File: config.mk
export PLATFORM = sky130hd
export DESIGN_NAME = llmg_div
export DESIGN_NICKNAME = d
export VERILOG_FILES = /design/src/rtl/llmg_pkg.sv /design/src/rtl/llmg_div.sv
export SDC_FILE = /design/constraint.sdc
export NUM_CORES = 1
export LEC_CHECK = 0
export ABC_AREA = 1
export BUFFER_PORTS_ARGS = -buffer_cell sky130_fd_sc_hd__buf_2
export CORE_MARGIN = 3
export CORE_UTILIZATION = 60
export DETAILED_ROUTE_END_ITERATION = 8
export PLACE_DENSITY = 0.92
export RECOVER_POWER = 25
export SLEW_MARGIN = 25
export SYNTH_ARGS = -nofsm -noshare
export SYNTH_HDL_FRONTEND = slang
export SYNTH_SLANG_ARGS = --single-unit
File: constraint.sdc
create_clock -name clk -period 8.65 [get_ports clk]
set_input_delay 1.73 -clock clk [delete_from_list [all_inputs] [get_ports clk]]
set_output_delay 1.73 -clock clk [all_outputs]
set_load 0.05 [all_outputs]
File: src/rtl/llmg_pkg.sv
`timescale 1ns / 1ps
`default_nettype none
// ----------------------------------------------------------------------------
// llmg_pkg: shared types and constants of the Lehmer LCG generator
// Widths, command and register codes, reset values, divider control and status structs.
// ----------------------------------------------------------------------------
package llmg_pkg;

  localparam int WORD_W    = 32;
  localparam int MOD_W     = 33;
  localparam int PROD_W    = 2 * WORD_W;
  localparam int CFG_IDX_W = 8;
  localparam int CNT_W     = $clog2(PROD_W);

  localparam logic CMD_STEP = 1'b0;
  localparam logic CMD_SEED = 1'b1;

  localparam logic [CFG_IDX_W-1:0] REG_MULT = CFG_IDX_W'(0);
  localparam logic [CFG_IDX_W-1:0] REG_MOD  = CFG_IDX_W'(1);

  localparam logic [WORD_W-1:0] MULT_RST = WORD_W'(16807);
  localparam logic [MOD_W-1:0]  MOD_RST  = MOD_W'(2147483647);

  typedef struct packed {
    logic start;
  } div_ctl_t;

  typedef struct packed {
    logic busy;
    logic done;
  } div_sts_t;

endpackage
`default_nettype wire

File: src/rtl/llmg_div.sv
`timescale 1ns / 1ps
`default_nettype none
// ----------------------------------------------------------------------------
// llmg_div: iterative restoring remainder unit
// Reduces a 64-bit dividend by a nonzero 33-bit divisor, one bit per cycle.
// ----------------------------------------------------------------------------
module llmg_div
  import llmg_pkg::*;
(
  input  wire logic              clk,
  input  wire logic              rst_n,
  input  wire div_ctl_t          ctl,
  input  wire logic [PROD_W-1:0] dividend,
  input  wire logic [MOD_W-1:0]  divisor,
  output div_sts_t               sts,
  output logic [MOD_W-1:0]       rem
);

  logic [PROD_W-1:0] dvd_r;
  logic [MOD_W-1:0]  dsr_r;
  logic [MOD_W-1:0]  rem_r;
  logic [MOD_W-1:0]  rem_nxt;
  logic [CNT_W-1:0]  cnt_r;
  logic              busy_r;
  logic              done_r;
  logic [MOD_W:0]    trial;
  logic [MOD_W+1:0]  diff;

  always_comb begin
    trial   = {rem_r, dvd_r[PROD_W-1]};
    diff    = {1'b0, trial} - {2'b00, dsr_r};
    rem_nxt = diff[MOD_W+1] ? trial[MOD_W-1:0] : diff[MOD_W-1:0];
  end

  always_ff @(posedge clk) begin
    if (!rst_n) begin
      busy_r <= 1'b0;
      done_r <= 1'b0;
      cnt_r  <= '0;
    end else begin
      done_r <= 1'b0;
      if (ctl.start) begin
        busy_r <= 1'b1;
        cnt_r  <= '0;
        rem_r  <= '0;
        dvd_r  <= dividend;
        dsr_r  <= divisor;
      end else if (busy_r) begin
        rem_r <= rem_nxt;
        dvd_r <= {dvd_r[PROD_W-2:0], 1'b0};
        cnt_r <= cnt_r + CNT_W'(1);
        if (cnt_r == CNT_W'(PROD_W - 1)) begin
          busy_r <= 1'b0;
          done_r <= 1'b1;
        end
      end
    end
  end

  assign sts.busy = busy_r;
  assign sts.done = done_r;
  assign rem      = rem_r;

  a_start_busy: assert property (@(posedge clk) disable iff (!rst_n)
    ctl.start |=> busy_r && cnt_r == '0)
    else $error("divider did not start");
  a_done_idle: assert property (@(posedge clk) disable iff (!rst_n)
    done_r |-> !busy_r)
    else $error("divider done while busy");
  a_rem_below_dsr: assert property (@(posedge clk) disable iff (!rst_n)
    busy_r |-> rem_r < dsr_r)
    else $error("partial remainder not below divisor");

endmodule
`default_nettype wire

==> results.cfg, run 1 <==
[yosys]
synthCells = 1119
synth-main-ff-cell = edfxtp_1
synth_area_leaders = edfxtp_1 (45%), nand2_1 (21%), inv_1 (7.6%)
synth_warnings = 0
syn_avg_cell_area_sq_um = 7.73
synthSimpleGateAreaFrac_pct = 34.4
yosys-top-cells-count = nand2_1 (481), inv_1 (174), edfxtp_1 (130)
yosysMostFrequentCell = nand2_1
seq_area_frac_synth_pct = 47.0
syn-num-nets = 1254
synth_top_family_by_area = simple AND/OR/NAND/NOR gates
synth_top_cell_by_area = edfxtp_1
synth-seq-cells = 138
synth_compound_area_share_pct = 1.81
netlist.area_leader.share_pct = 45.2
async_flop_share_pct = 0
synth_fa_ha_area_share_pct = 5.15
netlist_area_sq_um = 8640
synth.area.mux_share_pct = 0
synth.distinct_cells = 38
synth-xor-area-share_pct = 1.52
synth_edf_count = 130

[job]
maxCapViolations = 1

[routing]
drcViolationCount = 0
vias = 7287
vias_per_cell = 5.07
ant_nets = 0
wl_um = 20200
drtIter0Drc = 485
dr.pass1.iters = 5
wl_per_cell_um = 14.0

[place]
routabilityCongestion = 0.908
dp.cells = 1407
hpwl_um = 14500
placed_cell_area_sq_um = 9390
io_buffers = 134

[status]
failed_checks = max-capacitance violations, max-slew violations
status = finished, violations left

[cts]
clock_sinks = 138
cts_hold_buf = 0
clock_latency_ns = 0.43
clkTransAtPathRegs_ns = 0.06
cts_root_buf = clkbuf_16
cts_buffers = 17
clk_path_buf_depth = 2
post-cts-setup-buffer-count = 0
post_cts_resized = 0
ctsHtreeMaxLevel = 4
cts_tree = built

[critical_path]
r2r-start = rem[19]
slowest_delay_ns = 1.82
r2r-end = rem[19]
worst_path_max_delay_cell = clkbuf_1
criticalPathCategory = in -> reg
worst-r2r-setup-slack_ns = 5.99
critPathRequiredTime_ns = 8.71
cp_top_family = buffers and inverters
cp_max_fo = 68
reg2regPathDepth = 14
startpoint_type = input port
worstPathCellList = buf_2 > clkbuf_1 > nand2_1 > nand2_4 > buf_4
crit_path_end_kind = flip-flop
crit_buf_inv = 3
cp_data_arrival_time_ns = 5.34

[die]
dieHeight_um = 126
die_w_um = 126
coreArea_sq_um = 14000
die_area_sq_um = 15900
pin_count = 135
start_util_pct = 61.8
placementRows = 43

[layout]
layout.cells.non_filler = 1438
syn2layout_area_growth_pct = 14.1
drive_gt1_share_pct = 14.7
antenna_cells = 0
final_cell_area_sq_um = 9870
nNetsFinal = 1381

[sta]
finalSetupTns_ns = 0
rsz0062_at_grt = false
skew_ns = 0.0113
setup_viol = 0
report.final.slew_viol_count = 69
period_needed_ns = 5.29
fmax_mhz = 189
hold_violations = 0
period_share_pct = 61.1
relSlewSlack_pct = -72.3
worst_slew_pin_slew_ns = 2.58

[grt]
grt_overflow_total = 0
grt_max_degree = 69
antenna_found_initial = 0
grt_usage_pct = 26.3
grt_first_pass_wirelength_um = 33500
first_global_vias = 7047

[hold_path]
hold_class = reg -> reg
holdPathEnd = cnt_r[5]
min_from = cnt_r[5]
whs_path_depth = 1

[pwr]
power_switching_uw = 783
switching_share_pct = 36.1
p_int_mw = 1.39
power_density_nw_per_um2 = 220
peakVddDrop_v = 0.000152
pwr-share-seq_pct = 39.1
power.leakage_nw = 5.00
clkPwrFrac_pct = 30.4
combPwrFrac_pct = 30.5
## layout by cell type, fill, tap and decap left out, types with 3 or more instances in the layout
cell type / count
buf_4: 3
a21oi_1: 23
nor2_1: 83
inv_2: 4
dfxtp_1: 8
nand4_1: 5
nand3_1: 25
nor3_1: 10
o21ai_0: 4
and2_1: 8
xor2_1: 13
nand2_1: 480
clkinv_1: 3
nand2_2: 7
edfxtp_1: 130
inv_6: 5
nand3b_1: 32
buf_2: 100
clkbuf_16: 17
inv_1: 174
nor2_2: 30
clkbuf_1: 35
clkinvlp_4: 3
ha_1: 34
## state kept, by name (all words and copies together), names as in the netlist
register	flops
dvd_r	64
rem	33
busy_r	1
cnt_r	6
dsr_r	33
done_r	1
## worst max-delay path by stage
stage	endpoint	slack (ns)	from	cells past startpoint
floorplan	dvd_r[0]	4.31	rst_n	2
global placement	dvd_r[39]	4.55	ctl	5
detailed placement	dvd_r[44]	4.47	ctl	5
CTS	dvd_r[40]	4.92	ctl	5
global route	dvd_r[41]	2.86	ctl	5
finish	dvd_r[43]	3.36	ctl	5
## final cells by class
type	instances	area, sq um
Fill cell	1138	4120
Clock buffer	17	425
Inverter	180	683
Timing Repair Buffer	138	654
Sequential cell	138	4060
Multi-Input combinational cell	771	3710
Clock inverter	14	98.8
Tap cell	180	225
## stage by stage
step                util (%)  total power [mW]  hold slack [ns]  setup WS, ns
floorplan                  -              1.38            0.422          4.31
global placement        67.1              1.50            0.435          4.55
detailed placement      67.1              1.52            0.446          4.47
CTS                     70.9              2.18            0.456          4.92
global route            70.5              2.29            0.488          2.86
finish                  70.5              2.17            0.453          3.36
## power by group through the flow
stage | clock [mW] | combinational [mW] | sequential, mW
floorplan | 0 | 0.443 | 0.932
global placement | 0 | 0.645 | 0.858
detailed placement | 0 | 0.660 | 0.860
CTS | 0.670 | 0.665 | 0.848
global route | 0.696 | 0.741 | 0.855
finish | 0.661 | 0.662 | 0.848
## routing by layer
metal  wire, um  up-vias  track usage (%)
li1           -     3716                -
met1       8530     3257             34.1
met2       9720      285             44.2
met3       1610       29             6.11
met4        339        0             7.57
met5          0        -                0
## logic make-up (layout without fill, tap and decap cells)
logic type	count (synthesis)	after routing
AO/OA/AOI/OAI	30	30
AND/OR/NAND/NOR	691	691
adder cells (fa/ha/maj)	35	35
XOR/XNOR	15	15
flip-flops	138	138
buffers and inverters	210	349
Note: power is estimated with default switching activity, not from simulation.
==> run 2, diff against run 1 <==
--- a/config.mk
+++ b/config.mk
@@ -8,9 +8,9 @@
 export ABC_AREA = 1
 export BUFFER_PORTS_ARGS = -buffer_cell sky130_fd_sc_hd__buf_2
 export CORE_MARGIN = 3
-export CORE_UTILIZATION = 60
+export CORE_UTILIZATION = 58
 export DETAILED_ROUTE_END_ITERATION = 8
-export PLACE_DENSITY = 0.92
+export PLACE_DENSITY = 0.89
 export RECOVER_POWER = 25
 export SLEW_MARGIN = 25
 export SYNTH_ARGS = -nofsm -noshare
==> constraint.sdc (replaced) <==
create_clock -name clk -period 5.3 [get_ports clk]
set_input_delay 1.06 -clock clk [delete_from_list [all_inputs] [get_ports clk]]
set_output_delay 1.06 -clock clk [all_outputs]
set_load 0.05 [all_outputs]
==> run 2 against run 1 <==
  * The flow still finishes with violations (max-capacitance violations, max-slew violations)
  * Utilization fell by 0.40 points
  * Flip-flop and latch count stayed put
  * Clock power is 79% higher
  * Final area up 0.96%
  * Final cell count grew 0.21%
==> results.cfg, run 2 (synthesis gave the netlist of run 1 again) <==
[pwr]
total_power_mw = 3.66
power.leakage_nw = 5.12
peakVddDrop_v = 0.000330
power_density_nw_per_um2 = 367

[grt]
grt_usage_pct = 25.9
grt_max_degree = 65
antenna_found_initial = 3
first_global_vias = 7076
grt_overflow_total = 0
grt_first_pass_wirelength_um = 33700

[cts]
clock_sinks = 138
clk_path_buf_depth = 2
clkTransAtPathRegs_ns = 0.06
cts_tree = built
cts_root_buf = clkbuf_16
cts_hold_buf = 0
post-cts-setup-buffer-count = 0
cts_buffers = 17
post_cts_resized = 0
ctsHtreeMaxLevel = 4
clock_latency_ns = 0.42

[die]
start_util_pct = 60.9
coreArea_sq_um = 14200
placementRows = 43
dieHeight_um = 128
pin_count = 135
die_area_sq_um = 16400
die_w_um = 128

[sta]
setup_viol = 0
period_needed_ns = 3.65
relSlewSlack_pct = -36.6
rsz0062_at_grt = false
hold_violations = 0
period_share_pct = 68.9
report.final.slew_viol_count = 145
fmax_mhz = 274
skew_ns = 0.00795
worst_slew_pin_slew_ns = 2.05
finalSetupTns_ns = 0

[critical_path]
cp_data_arrival_time_ns = 3.66
critPathRequiredTime_ns = 5.31
slowest_delay_ns = 1.47
cpMostUsedCell = clkbuf_1
worst_path_max_delay_cell = clkbuf_1
worstPathCellList = clkbuf_1 > nand2_1 > inv_1 > clkbuf_1
startpoint_type = input port
criticalPathCategory = in -> reg
cp_max_fo = 34
crit_path_end_kind = flip-flop

[layout]
largest_reg_flops = 64
syn2layout_area_growth_pct = 15.2
fin_util_pct = 70.1
mostFrequentLayoutCell = nand2_1
layout_common_cells = nand2_1 (480), inv_1 (175), buf_2 (132), edfxtp_1 (130), nor2_1 (83)
top_register = dvd_r
drive_gt1_share_pct = 17.1
final_cell_area_sq_um = 9960
fillerInstances = 1163
layout.cells.non_filler = 1441
nNetsFinal = 1382

[routing]
wl_per_cell_um = 14.4
ant_nets = 0
drcViolationCount = 0
vias_per_cell = 5.08
vias = 7318
dr.pass1.iters = 6
wl_um = 20700
drtIter0Drc = 509

[status]
failed_checks = max-capacitance violations, max-slew violations
status = finished, violations left

[place]
io_buffers = 134
hpwl_um = 15000
routabilityCongestion = 0.945
placed_cell_area_sq_um = 9400
dp.cells = 1408

[hold_path]
hold_class = reg -> reg

[job]
maxCapViolations = 3
## run 2: changes by cell type in the layout (fill, tap and decap cells not counted)
cell,change
clkbuf_1,-30
inv_1,+1
diode_2,+1
buf_2,+32
bufinv_16,+2
clkinvlp_4,-2
inv_2,-1
## run 2: worst paths after layout
path,cells past startpoint,slack (ns),end,startpoint
worst min-delay path,1,0.48,cnt_r[5],cnt_r[5]
worst max-delay path,4,1.65,dsr_r[10],ctl
worst max register to register,13,2.73,rem[32],dvd_r[63]
worst min register to register,1,0.48,cnt_r[5],cnt_r[5]
## run 2: where the power goes
group | total [mW] | switching, mW | internal [mW]
clock network | 1.18 | 0.486 | 0.696
registers | 1.38 | 0.0511 | 1.33
logic | 1.09 | 0.745 | 0.348
total | 3.66 | 1.28 | 2.37
## run 2: layout make-up
type / instances / area (sq um) / share of cell area, %
sequential: 138 / 4060 / 40.8
clock inverter: 14 / 144 / 1.44
inverter: 180 / 683 / 6.86
tap: 180 / 225 / 2.26
antenna: 1 / 2.50 / 0.0251
timing repair buffer: 139 / 698 / 7.01
multi-input combinational: 771 / 3710 / 37.3
clock buffer: 18 / 429 / 4.31
## run 2: worst max-delay path, delay by kind of cell
family / cells / cell delay (ns)
simple gates: 1 / 0.25
buf+inv: 3 / 2.33
## run 2: through the flow
step	hold WS [ns]	worst slack [ns]
after global placement	0.441	2.36
after CTS	0.468	2.73
after global routing	0.498	1.41
after floorplan	0.422	1.63
after detailed placement	0.460	2.31
final	0.482	1.65
## run 2: routing by layer
| metal | share of wire (%) | up-vias | track usage (%) | routed length (um) |
|---|---|---|---|---|
| met1 | 43 | 3319 | 33.6 | 9000 |
| met2 | 48 | 255 | 43.1 | 9870 |
| met3 | 7.1 | 29 | 6.46 | 1480 |
| li1 | - | 3711 | - | - |
| met4 | 1.7 | 4 | 8.11 | 355 |
| met5 | 0.11 | - | 0 | 23 |
==> run 3, diff against run 2 <==
==> constraint.sdc (replaced) <==
create_clock -name clk -period 3.6 [get_ports clk]
set_input_delay 0.72 -clock clk [delete_from_list [all_inputs] [get_ports clk]]
set_output_delay 0.72 -clock clk [all_outputs]
set_load 0.05 [all_outputs]
==> run 3 against run 2 <==
  * The run now ends clean
  * Utilization up 0.071 points
  * Final cell count about the same
  * Sequential power up 47%
  * Critical path depth up 9
  * Non-clock buffer count up 2
  * First-iteration DRC count up 0.98%
  * Largest cell class unchanged
==> results.cfg, run 3 (synthesis gave the netlist of run 1 again) <==
[cts]
cts_hold_buf = 0
cts_root_buf = clkbuf_16
ctsHtreeMaxLevel = 4
clock_latency_ns = 0.42
clk_path_buf_depth = 2
post_cts_resized = 0
cts_tree = built
clock_sinks = 138
cts_buffers = 17
clkTransAtPathRegs_ns = 0.06
post-cts-setup-buffer-count = 0

[grt]
antenna_found_initial = 2
grt_max_degree = 66
first_global_vias = 7013
grt_first_pass_wirelength_um = 33600
grt_usage_pct = 26.0
grt_overflow_total = 0

[pwr]
switching_share_pct = 35.5
clkPwrFrac_pct = 31.2
power_switching_mw = 1.88
pwr-share-seq_pct = 38.3
peakVddDrop_v = 0.000486
power_density_nw_per_um2 = 532
combPwrFrac_pct = 30.6
p_int_mw = 3.42
total_power_mw = 5.31
power.leakage_nw = 5.13

[layout]
multiInputGateArea_sq_um = 3710
register_area_sq_um = 4060
syn2layout_area_growth_pct = 15.3
final_cell_area_sq_um = 9970
layout_common_cells = nand2_1 (480), inv_1 (174), buf_2 (133), edfxtp_1 (130), nor2_1 (83)
layout.cells.non_filler = 1442
top_register = dvd_r
mostFrequentLayoutCell = nand2_1
fillerInstances = 1173
nNetsFinal = 1384
largest_reg_flops = 64
drive_gt1_share_pct = 17.7

[routing]
drcViolationCount = 0
drtIter0Drc = 514
vias_per_cell = 5.06
dr.pass1.iters = 5
wl_per_cell_um = 14.4
wl_um = 20700
ant_nets = 0
vias = 7298

[status]
status = finished clean

[die]
die_w_um = 128
start_util_pct = 60.9
placementRows = 43
coreArea_sq_um = 14200
pin_count = 135
dieHeight_um = 128
die_area_sq_um = 16400

[critical_path]
critPathRequiredTime_ns = 3.86
cp_data_arrival_time_ns = 2.88
cp_max_fo = 33
criticalPathCategory = reg -> reg
crit_path_end_kind = flip-flop
startpoint_type = flip-flop

[place]
dp.cells = 1410
routabilityCongestion = 0.914
io_buffers = 134
hpwl_um = 15100
placed_cell_area_sq_um = 9420

[sta]
setup_viol = 0
period_needed_ns = 2.62
fmax_mhz = 382
hold_violations = 0
rsz0062_at_grt = false
report.final.slew_viol_count = 0
finalSetupTns_ns = 0
period_share_pct = 72.8
skew_ns = 0.00947
fin_hold_ws_ns = 0.468
worst_slew_pin_slew_ns = 0.859
relSlewSlack_pct = 42.7

[hold_path]
hold_class = reg -> reg

[job]
maxCapViolations = 0
-- run 3: cell types whose count changed in the layout (fill, tap and decap cells not counted), sizes merged --
cell | previous run | this run
clkinv | 6 | 5
buf | 135 | 140
clkbuf | 22 | 18
clkinvlp | 1 | 3
bufinv | 2 | 1
-- run 3: worst paths after layout --
path                   from        to  slack [ns]  cells after the start
hold reg to reg    cnt_r[5]  cnt_r[5]        0.47                      1
setup reg to reg  dvd_r[63]   rem[26]        0.98                     13
hold / removal     cnt_r[5]  cnt_r[5]        0.47                      1
setup / recovery  dvd_r[63]   rem[26]        0.98                     13
-- run 3: layer usage --
layer  wire length, um  track usage, %
met1              8590            33.1
met2             10100            44.0
met3              1690            6.38
met4               381            7.80
met5                 8               0
-- run 3: worst max-delay path: stages, from the launching register on --
cell and delay [ns]:
edfxtp_1 0.35, inv_1 0.08, ha_1 0.14, inv_1 0.07, fa_1 0.46, nand3_2 0.12
nand3_2 0.15, nand2_2 0.13, nand2_4 0.07, nand2_8 0.23, nand2_8 0.09, inv_6 0.31
nor2_1 0.09, nor2_1 0.13
-- run 3: power groups by stage --
stage | combinational, mW | sequential [mW] | clock [mW]
global route | 1.82 | 2.05 | 1.74
floorplan | 1.07 | 2.24 | 0
global placement | 1.57 | 2.06 | 0
finish | 1.62 | 2.03 | 1.65
CTS | 1.62 | 2.03 | 1.66
detailed placement | 1.60 | 2.06 | 0
-- run 3: layout make-up --
| class | instances | share of cell area [%] |
|---|---|---|
| well taps | 180 | 2.26 |
| clock buffers | 17 | 4.27 |
| repair buffers | 141 | 7.37 |
| diodes | 1 | 0.0251 |
| inverters | 180 | 6.85 |
| clock inverters | 14 | 1.22 |
| flip-flops and latches | 138 | 40.8 |
| multi-input cells | 771 | 37.3 |
-- run 3: stage by stage --
stage / worst slack (ns) / util, %
2_1_floorplan: 0.269 / -
3_3_place_gp: 1.12 / 66.3
3_5_place_dp: 1.02 / 66.3
4_1_cts: 1.01 / 70.2
5_1_grt: 0.836 / 70.2
6_report: 0.980 / 70.2
